File: config.mk
export PLATFORM = sky130hd
export DESIGN_NAME = html_tag_stripper_flat
export DESIGN_NICKNAME = d
export VERILOG_FILES = /design/src/rtl/hts_pkg.sv /design/src/rtl/hts_if.sv /design/src/rtl/hts_filter.sv /design/src/rtl/hts_queue.sv /design/src/rtl/html_tag_stripper.sv /design/src/flat_wrapper.sv
export SDC_FILE = /design/constraint.sdc
export NUM_CORES = 1
export LEC_CHECK = 0
export BUFFER_PORTS_ARGS = -buffer_cell sky130_fd_sc_hd__buf_4
export CELL_PAD_IN_SITES_DETAIL_PLACEMENT = 1
export CELL_PAD_IN_SITES_GLOBAL_PLACEMENT = 1
export CORE_AREA = 2 2 106 108
export DETAILED_ROUTE_END_ITERATION = 16
export DIE_AREA = 0 0 108 110
export PLACE_DENSITY = 0.7
export SETUP_SLACK_MARGIN = 0.1
export SLEW_MARGIN = 20
export SYNTH_ARGS = -nofsm -noshare
export SYNTH_HDL_FRONTEND = slang
export SYNTH_SLANG_ARGS = --single-unit
File: constraint.sdc
create_clock -name clk -period 3.3 [get_ports clk]
set_clock_uncertainty 0.05 [all_clocks]
set_input_delay 0.495 -clock clk [delete_from_list [all_inputs] [get_ports clk]]
set_output_delay 0.495 -clock clk [all_outputs]
set_load 0.01 [all_outputs]
File: src/rtl/hts_pkg.sv
// hts_pkg: shared types and constants for the html tag stripper
// no dependencies; compile first
`default_nettype none

package hts_pkg;

  localparam int unsigned BYTE_W = 8;

  // tag patterns, oldest character in the most significant byte
  localparam logic [55:0] PAT_OPEN_SCRIPT  = "<script";
  localparam logic [47:0] PAT_OPEN_STYLE   = "<style";
  localparam logic [63:0] PAT_CLOSE_SCRIPT = "</script";
  localparam logic [55:0] PAT_CLOSE_STYLE  = "</style";

  localparam logic [BYTE_W-1:0] CHR_LT    = 8'h3C;
  localparam logic [BYTE_W-1:0] CHR_GT    = 8'h3E;
  localparam logic [BYTE_W-1:0] CHR_SPACE = 8'h20;
  localparam logic [BYTE_W-1:0] VIS_LO    = 8'h21;
  localparam logic [BYTE_W-1:0] VIS_HI    = 8'h7E;

  // one queued result
  typedef struct packed {
    logic [BYTE_W-1:0] out_byte;
    logic              end_of_text;
  } result_t;

  // results produced by one accepted request
  typedef struct packed {
    logic    data_valid;
    result_t data;
    logic    term_valid;
    result_t term;
  } push_t;

endpackage

`default_nettype wire

File: src/rtl/hts_if.sv
// hts_in_if / hts_out_if: valid-ready channels of the tag stripper
// depends on nothing but the payload widths below
`default_nettype none

interface hts_in_if;
  logic       valid;
  logic       ready;
  logic [7:0] in_byte;
  logic       last;
  modport source (output valid, output in_byte, output last, input ready);
  modport sink   (input valid, input in_byte, input last, output ready);
endinterface

interface hts_out_if;
  logic       valid;
  logic       ready;
  logic [7:0] out_byte;
  logic       end_of_text;
  modport source (output valid, output out_byte, output end_of_text, input ready);
  modport sink   (input valid, input out_byte, input end_of_text, output ready);
endinterface

`default_nettype wire

File: src/rtl/hts_filter.sv
// hts_filter: tag/script state and byte filtering for one accepted request a cycle
// depends on hts_pkg
`default_nettype none

module hts_filter (
  input  wire logic                   clk,
  input  wire logic                   rst_n,
  input  wire logic                   accept,
  input  wire logic [7:0]             in_byte,
  input  wire logic                   last,
  output hts_pkg::push_t              push
);
  import hts_pkg::*;

  logic        pass_on_r, pass_on_nxt;
  logic        in_content_r, in_content_nxt;
  logic        space_allowed_r, space_allowed_nxt;
  logic [55:0] recent_r, recent_nxt;

  logic [63:0]       window;
  logic [BYTE_W-1:0] v;
  logic [BYTE_W-1:0] emitted;
  logic              pass_upd;
  logic              visible;
  logic              hit_open;
  logic              hit_close;

  assign window = {recent_r, in_byte};

  always_comb begin
    v        = in_byte;
    pass_upd = pass_on_r;
    if (in_byte == CHR_LT) begin
      pass_upd = 1'b0;
    end else if (in_byte == CHR_GT) begin
      pass_upd = in_content_r;
      v        = CHR_SPACE;
    end
  end

  assign hit_open  = (window[55:0] == PAT_OPEN_SCRIPT) || (window[47:0] == PAT_OPEN_STYLE);
  assign hit_close = (window == PAT_CLOSE_SCRIPT) || (window[55:0] == PAT_CLOSE_STYLE);

  assign emitted = pass_upd ? v : CHR_SPACE;
  assign visible = (emitted >= VIS_LO) && (emitted <= VIS_HI);

  always_comb begin
    pass_on_nxt       = pass_on_r;
    in_content_nxt    = in_content_r;
    space_allowed_nxt = space_allowed_r;
    recent_nxt        = recent_r;
    push.data_valid       = 1'b0;
    push.data.out_byte    = emitted;
    push.data.end_of_text = 1'b0;
    push.term_valid       = 1'b0;
    push.term.out_byte    = '0;
    push.term.end_of_text = 1'b1;
    if (accept) begin
      pass_on_nxt = pass_upd;
      if (hit_open) begin
        in_content_nxt = 1'b0;
      end else if (hit_close) begin
        in_content_nxt = 1'b1;
      end
      recent_nxt = window[55:0];
      if (visible) begin
        space_allowed_nxt = 1'b1;
        push.data_valid   = 1'b1;
      end else if (space_allowed_r) begin
        space_allowed_nxt = 1'b0;
        push.data_valid   = 1'b1;
      end
      if (last) begin
        push.term_valid   = 1'b1;
        pass_on_nxt       = 1'b1;
        in_content_nxt    = 1'b1;
        space_allowed_nxt = 1'b1;
        recent_nxt        = '0;
      end
    end
  end

  always_ff @(posedge clk) begin
    if (!rst_n) begin
      pass_on_r       <= 1'b1;
      in_content_r    <= 1'b1;
      space_allowed_r <= 1'b1;
      recent_r        <= '0;
    end else begin
      pass_on_r       <= pass_on_nxt;
      in_content_r    <= in_content_nxt;
      space_allowed_r <= space_allowed_nxt;
      recent_r        <= recent_nxt;
    end
  end

endmodule

`default_nettype wire

File: src/rtl/hts_queue.sv
// hts_queue: small result queue taking up to two writes and one read a cycle
// depends on hts_pkg
`default_nettype none

module hts_queue #(
  parameter int unsigned DEPTH = 4
) (
  input  wire logic                       clk,
  input  wire logic                       rst_n,
  input  wire hts_pkg::push_t             push,
  input  wire logic                       pop,
  output hts_pkg::result_t                head,
  output logic [$clog2(DEPTH):0]          count
);
  import hts_pkg::*;

  localparam int unsigned PTR_W = $clog2(DEPTH);

  result_t            mem_r [DEPTH];
  logic [PTR_W-1:0]   wr_ptr_r, wr_ptr_nxt;
  logic [PTR_W-1:0]   rd_ptr_r, rd_ptr_nxt;
  logic [PTR_W:0]     count_r, count_nxt;
  logic [PTR_W-1:0]   wr_ptr1;
  logic               wr0, wr1;
  result_t            e0;
  logic [1:0]         n_push;

  // first slot takes the data result if there is one, else the terminator
  assign wr0     = push.data_valid || push.term_valid;
  assign wr1     = push.data_valid && push.term_valid;
  assign e0      = push.data_valid ? push.data : push.term;
  assign wr_ptr1 = wr_ptr_r + PTR_W'(1);
  assign n_push  = {1'b0, push.data_valid} + {1'b0, push.term_valid};

  always_comb begin
    wr_ptr_nxt = wr_ptr_r + PTR_W'(n_push);
    rd_ptr_nxt = pop ? rd_ptr_r + PTR_W'(1) : rd_ptr_r;
    count_nxt  = count_r + (PTR_W+1)'(n_push) - (PTR_W+1)'(pop);
  end

  always_ff @(posedge clk) begin
    for (int i = 0; i < DEPTH; i++) begin
      if (wr0 && (wr_ptr_r == PTR_W'(i))) begin
        mem_r[i] <= e0;
      end else if (wr1 && (wr_ptr1 == PTR_W'(i))) begin
        mem_r[i] <= push.term;
      end
    end
  end

  always_ff @(posedge clk) begin
    if (!rst_n) begin
      wr_ptr_r <= '0;
      rd_ptr_r <= '0;
      count_r  <= '0;
    end else begin
      wr_ptr_r <= wr_ptr_nxt;
      rd_ptr_r <= rd_ptr_nxt;
      count_r  <= count_nxt;
    end
  end

  assign head  = mem_r[rd_ptr_r];
  assign count = count_r;

endmodule

`default_nettype wire

File: src/rtl/html_tag_stripper.sv
// html_tag_stripper: drops markup, blanks script/style bodies, collapses blanks
// a request's first result is queued on acceptance and reaches the output once
// earlier results are taken; a second one follows once the first has been taken
// throughput: one request per cycle while in_ch.ready is high; each request gives at most two results,
// so the rate is bounded by the single-result output port and the result queue
// reset: synchronous active-low rst_n clears tag state, byte history and queue
// depends on hts_pkg, hts_if, hts_filter, hts_queue
`default_nettype none

module html_tag_stripper #(
  parameter int unsigned RESULT_DEPTH = 4  // power of two, at least 4
) (
  input  wire logic clk,
  input  wire logic rst_n,
  hts_in_if.sink    in_ch,
  hts_out_if.source out_ch
);
  import hts_pkg::*;

  localparam int unsigned CNT_W = $clog2(RESULT_DEPTH) + 1;

  logic             in_accept;
  logic             out_pop;
  push_t            push;
  result_t          head;
  logic [CNT_W-1:0] q_count;

  // room for the worst case of a data result plus a terminator
  assign in_ch.ready = (q_count <= CNT_W'(RESULT_DEPTH - 2));
  assign in_accept   = in_ch.valid && in_ch.ready;

  // state update and filtering happen in the cycle of the request
  hts_filter u_filter (
    .clk     (clk),
    .rst_n   (rst_n),
    .accept  (in_accept),
    .in_byte (in_ch.in_byte),
    .last    (in_ch.last),
    .push    (push)
  );

  // queue head is the registered result seen on the output channel
  hts_queue #(
    .DEPTH (RESULT_DEPTH)
  ) u_queue (
    .clk   (clk),
    .rst_n (rst_n),
    .push  (push),
    .pop   (out_pop),
    .head  (head),
    .count (q_count)
  );

  assign out_ch.valid       = (q_count != '0);
  assign out_ch.out_byte    = head.out_byte;
  assign out_ch.end_of_text = head.end_of_text;
  assign out_pop            = out_ch.valid && out_ch.ready;

  // queue never overfills
  a_no_overflow : assert property (@(posedge clk) disable iff (!rst_n)
    q_count <= CNT_W'(RESULT_DEPTH))
    else $error("result queue overflow");

  // a final byte always leaves something queued for the next cycle
  a_term_queued : assert property (@(posedge clk) disable iff (!rst_n)
    (in_accept && in_ch.last) |=> (q_count != '0))
    else $error("terminator not queued");

  // terminator carries a zero byte
  a_term_zero : assert property (@(posedge clk) disable iff (!rst_n)
    (out_ch.valid && out_ch.end_of_text) |-> (out_ch.out_byte == '0))
    else $error("terminator byte not zero");

  // results are pushed only for an accepted request
  a_push_consistent : assert property (@(posedge clk) disable iff (!rst_n)
    (push.data_valid || push.term_valid) |-> in_accept)
    else $error("result pushed without request");

endmodule

`default_nettype wire
File: src/flat_wrapper.sv
// flat-port wrapper written by rule: the top's interface ports become plain ports
module html_tag_stripper_flat import hts_pkg::*;
#(
  parameter int unsigned RESULT_DEPTH = 4                             
)
  (clk, rst_n, in_ch_valid, in_ch_in_byte, in_ch_last, in_ch_ready, out_ch_valid, out_ch_out_byte, out_ch_end_of_text, out_ch_ready);
  hts_in_if in_ch_i ();
  hts_out_if out_ch_i ();
  input  wire logic clk;
  input  wire logic rst_n;
  input wire logic [$bits(in_ch_i.valid)-1:0] in_ch_valid;
  input wire logic [$bits(in_ch_i.in_byte)-1:0] in_ch_in_byte;
  input wire logic [$bits(in_ch_i.last)-1:0] in_ch_last;
  output wire logic [$bits(in_ch_i.ready)-1:0] in_ch_ready;
  output wire logic [$bits(out_ch_i.valid)-1:0] out_ch_valid;
  output wire logic [$bits(out_ch_i.out_byte)-1:0] out_ch_out_byte;
  output wire logic [$bits(out_ch_i.end_of_text)-1:0] out_ch_end_of_text;
  input wire logic [$bits(out_ch_i.ready)-1:0] out_ch_ready;
  assign in_ch_i.valid = in_ch_valid;
  assign in_ch_i.in_byte = in_ch_in_byte;
  assign in_ch_i.last = in_ch_last;
  assign in_ch_ready = in_ch_i.ready;
  assign out_ch_valid = out_ch_i.valid;
  assign out_ch_out_byte = out_ch_i.out_byte;
  assign out_ch_end_of_text = out_ch_i.end_of_text;
  assign out_ch_i.ready = out_ch_ready;
  html_tag_stripper #(.RESULT_DEPTH(RESULT_DEPTH)) u_core (.clk(clk), .rst_n(rst_n), .in_ch(in_ch_i), .out_ch(out_ch_i));
endmodule
==> flow_summary.rst <==
.. list-table::
   :header-rows: 1

   * - Metric
     - Value
   * - FFs w/ async S/R, synth
     - 0%
   * - Type of the worst min-delay path
     - in2reg
   * - Relative contribution of combinational cells to total power
     - 29.6%
   * - Global Route Usage Sum
     - 19.7%
   * - Cells after synthesis
     - 468
   * - Sequential power share
     - 46.9%
   * - Count of flip-flops with a built-in enable after synthesis
     - 27
   * - Via/cell ratio
     - 5.27
   * - Clock Sinks
     - 104
   * - Remaining Overflow, GRT
     - 0
   * - Number of cells in the finished layout apart from fillers
     - 641
   * - Via count of the first global-routing pass
     - 3460
   * - Int Pwr
     - 0.00251 W
   * - Total setup buffers inserted after CTS
     - 0
   * - Post-route antenna net violation count
     - 0
   * - Largest driver fanout on the critical path
     - 4
   * - Final standard cell utilization of the core
     - 47.0%
   * - Initial core utilization
     - 41.0%
   * - Area contributors post-synth
     - sky130_fd_sc_hd__dfxtp_1 35%, sky130_fd_sc_hd__edfxtp_1 18%, sky130_fd_sc_hd__nand2_1 12%, sky130_fd_sc_hd__a21oi_1 6.8%, sky130_fd_sc_hd__mux4_2 4.6%
   * - Maximum resistive drop on vdd
     - 0.321 mV
   * - Leak pwr
     - 1.75 nW
   * - CTS tree
     - built
   * - Net switching power of the design
     - 0.00119 W
   * - Antenna violations before repair
     - 0
   * - Gpl congestion
     - 0.811
   * - Fraction of layout cells with a size suffix above 1
     - 16.8%
   * - Share of the clock period used by the worst path
     - 93.4%
   * - Fillcell total
     - 1241
   * - Clock slew at the register clock pins of the worst setup and hold paths
     - 90 ps
   * - Initial DRC Count
     - 167
   * - Synth cell types
     - 55
   * - Most instantiated flip-flop cell in the synthesis netlist
     - sky130_fd_sc_hd__dfxtp_1
   * - Nets@finish
     - 517
   * - Routing usage on met2
     - 31.9%
   * - CTS Buf Count
     - 9
   * - Sequential fraction of the synthesis area
     - 53.6%
   * - Post-Syn Area
     - 4390 µm²
   * - Upper clock frequency limit
     - 0.324 GHz
   * - Height of the die
     - 110 µm
   * - Post-layout power
     - 0.00369 W
   * - Core area
     - 10700 µm²
   * - Kind of start point of the critical path
     - input port
   * - Post-Synthesis Mean Instance Area
     - 9.38 µm²
   * - Max cap viols
     - 0
   * - Minimum setup slack in the final design
     - 218 ps
   * - Total count of max-transition violations in the final report
     - 0
   * - Clk_lat worst skew
     - 370 ps
   * - PwrDens
     - 735 nW/µm²
   * - Cell chosen for the clock root
     - sky130_fd_sc_hd__clkbuf_8
   * - Syn. warnings
     - 0
   * - Cell row count
     - 38
   * - Total of hold buffers inserted after clock tree synthesis
     - 0
   * - Final setup fails
     - 0
   * - Area leader, netlist
     - sky130_fd_sc_hd__dfxtp_1
   * - RSZ-0062 raised after global routing
     - no
   * - Arrival time of the worst setup path
     - 3300 ps
   * - TritonRoute pass-1 iters
     - 4
   * - Ant diodes
     - 0
   * - Worst Path Required
     - 3520 ps
   * - Outcome
     - finished clean
   * - Total length of routed wires
     - 11100 µm
   * - Sort of element at the end of the critical path
     - flop
   * - Clock share of power
     - 23.5%
   * - Buffer depth of the longest clock path
     - 2
   * - Mapped Nets
     - 488
   * - Synth Register Bits
     - 104
   * - M1 GR Usage
     - 27.0%
   * - Layer with the highest usage after global routing
     - met2
   * - Final hold vios
     - 0
   * - Count of placed standard cells including taps
     - 626
   * - First-pass GRT wire length
     - 17900 µm
   * - Fraction of post-synthesis cell area in the top cell type by area
     - 35.1%
   * - Die outline area
     - 11900 µm²
   * - Port Buffer Count
     - 23
   * - Overall via count from detail_route
     - 3377
   * - Sw Ratio
     - 32.1%
   * - Actual transition at the worst max-transition pin
     - 922 ps
   * - Post-place setup slack
     - -332 ps
   * - Routed wirelength normalized by instance count
     - 17.2 µm
   * - I/O pins
     - 24
   * - Pin count of the biggest net entering global routing
     - 60
   * - Min cycle time layout
     - 3080 ps
   * - Global-route track usage on met3
     - 3.64%
   * - Final HPWL from detailed placement
     - 7740 µm
   * - Residual DRC count
     - 0
   * - Slew margin rel.
     - 38.3%
   * - Synth-to-layout area growth
     - 14.5%
   * - Deepest level of the CTS H-tree
     - 3
   * - Width of the chip
     - 108 µm
   * - Start-to-end type of the worst setup path
     - in2reg
## cell families (layout without fill, tap and decap cells)
| group | after synthesis | in the layout | share of synthesized area [%] |
|---|---|---|---|
| AOI/OAI and AO/OA | 87 | 87 | 11.8 |
| and+or+nand+nor | 221 | 221 | 23.1 |
| muxes | 9 | 9 | 4.62 |
| xor gates and xnor gates | 6 | 6 | 1.20 |
| DFF | 104 | 104 | 53.6 |
| adders and majority gates | 7 | 7 | 2.17 |
| buffers and inverters | 34 | 67 | 3.51 |
## power groups by stage
stage | sequential [W] | combinational, W | clock (W)
floorplan | 0.00166 | 0.000753 | 0
global placement | 0.00174 | 0.00105 | 0
detailed placement | 0.00176 | 0.00109 | 0
CTS | 0.00173 | 0.00109 | 0.000884
global route | 0.00176 | 0.00121 | 0.000929
finish | 0.00173 | 0.00109 | 0.000867
## metal layers
metal	wire, µm	part of all wire (%)
met1	5300	48
met2	5170	47
met3	456	4.1
met4	136	1.2
met5	0	0
## placed cells by master, fill, tap and decap left out, types with 2 or more instances in the layout
cell type                  instances
sky130_fd_sc_hd__nand3b_1          2
sky130_fd_sc_hd__nor2b_1           3
sky130_fd_sc_hd__o21ai_1           7
sky130_fd_sc_hd__nand2b_1          2
sky130_fd_sc_hd__or4b_1            3
sky130_fd_sc_hd__nor4_1            3
sky130_fd_sc_hd__nand3_1           3
sky130_fd_sc_hd__buf_4            43
sky130_fd_sc_hd__o21ai_2           2
sky130_fd_sc_hd__inv_1             8
sky130_fd_sc_hd__o21ai_0           3
sky130_fd_sc_hd__nor2_1           33
sky130_fd_sc_hd__nand4_1           7
sky130_fd_sc_hd__xnor2_1           4
sky130_fd_sc_hd__nor4bb_1          6
sky130_fd_sc_hd__nand2_1         134
sky130_fd_sc_hd__clkbuf_8         11
sky130_fd_sc_hd__mux4_2            9
sky130_fd_sc_hd__nand2_2           2
sky130_fd_sc_hd__a21oi_1          59
sky130_fd_sc_hd__ha_1              6
sky130_fd_sc_hd__o32ai_2           2
sky130_fd_sc_hd__dfxtp_1          77
sky130_fd_sc_hd__nor3_1            2
sky130_fd_sc_hd__edfxtp_1         27
sky130_fd_sc_hd__a211oi_1          2
sky130_fd_sc_hd__and2_1            8
## worst max-delay path: stages
cell                       delay, ps
sky130_fd_sc_hd__buf_4           140
sky130_fd_sc_hd__o41ai_4         390
sky130_fd_sc_hd__a21oi_1          90
sky130_fd_sc_hd__o2111a_2        290
sky130_fd_sc_hd__or2_1           250
sky130_fd_sc_hd__ha_1            310
sky130_fd_sc_hd__inv_1            50
sky130_fd_sc_hd__ha_1            260
sky130_fd_sc_hd__inv_1            60
sky130_fd_sc_hd__ha_1            130
sky130_fd_sc_hd__inv_1            50
sky130_fd_sc_hd__fa_2            360
sky130_fd_sc_hd__xor2_2          170
sky130_fd_sc_hd__xnor2_1         120
sky130_fd_sc_hd__and2_1          150
## metrics by stage
step	TNS, ps	hold slack, ps	area [µm²]
after global routing	0	396	5020
after floorplan	0	375	4390
final	0	390	5020
after detailed placement	-358	392	4770
after global placement	-238	384	4770
after CTS	0	380	5000
## cells in the mapped netlist, drive strengths merged (3+ instances only)
| cell type | number |
|---|---|
| edfxtp | 27 |
| or4b | 3 |
| buf | 7 |
| o21ai | 12 |
| nor4 | 4 |
| nand3 | 3 |
| nor2 | 33 |
| nor4bb | 6 |
| nand2 | 136 |
| a21oi | 60 |
| nor2b | 3 |
| nand4 | 7 |
| and2 | 9 |
| mux4 | 9 |
| dfxtp | 77 |
| ha | 6 |
| inv | 9 |
| clkbuf | 18 |
| xnor2 | 4 |
## flip-flops by register name, summed over array words and instances, names as in the netlist, named ones only
register                         flops
u_core.u_filter.in_content_r         1
u_core.u_filter.pass_on_r            1
u_core.u_filter.recent_r            56
u_core.u_filter.space_allowed_r      1
u_core.u_queue.count                 3
u_core.u_queue.mem_r                36
u_core.u_queue.rd_ptr_r              2
u_core.u_queue.wr_ptr_r              2
## final timing paths
path | from | endpoint | slack [ps] | cells past startpoint
worst max-delay path | in_ch_in_byte[2] | u_core.u_queue.count[2] | 220 | 15
worst min-delay path | rst_n | u_core.u_filter.in_content_r | 390 | 2
worst max register to register | u_core.u_queue.count[1] | u_core.u_queue.count[2] | 360 | 14
worst min register to register | u_core.u_queue.mem_r[2][6] | u_core.u_queue.mem_r[2][6] | 400 | 2
## area by class of cell
cell class	count	area, µm²	share of cell area, %
clock inverters	2	35.0	0.697
multi-input cells	330	1920	38.2
well taps	140	175	3.49
inverters	9	33.8	0.672
repair buffers	43	323	6.42
flip-flops and latches	104	2350	46.8
clock buffers	13	184	3.66
## timing repair
item	in CTS	in global routing
endpoints found under the setup margin	1	1
pin swaps	0	0
resized for setup	1	4
hold endpoints to repair	0	0
Power figures use the tool's default switching activity.
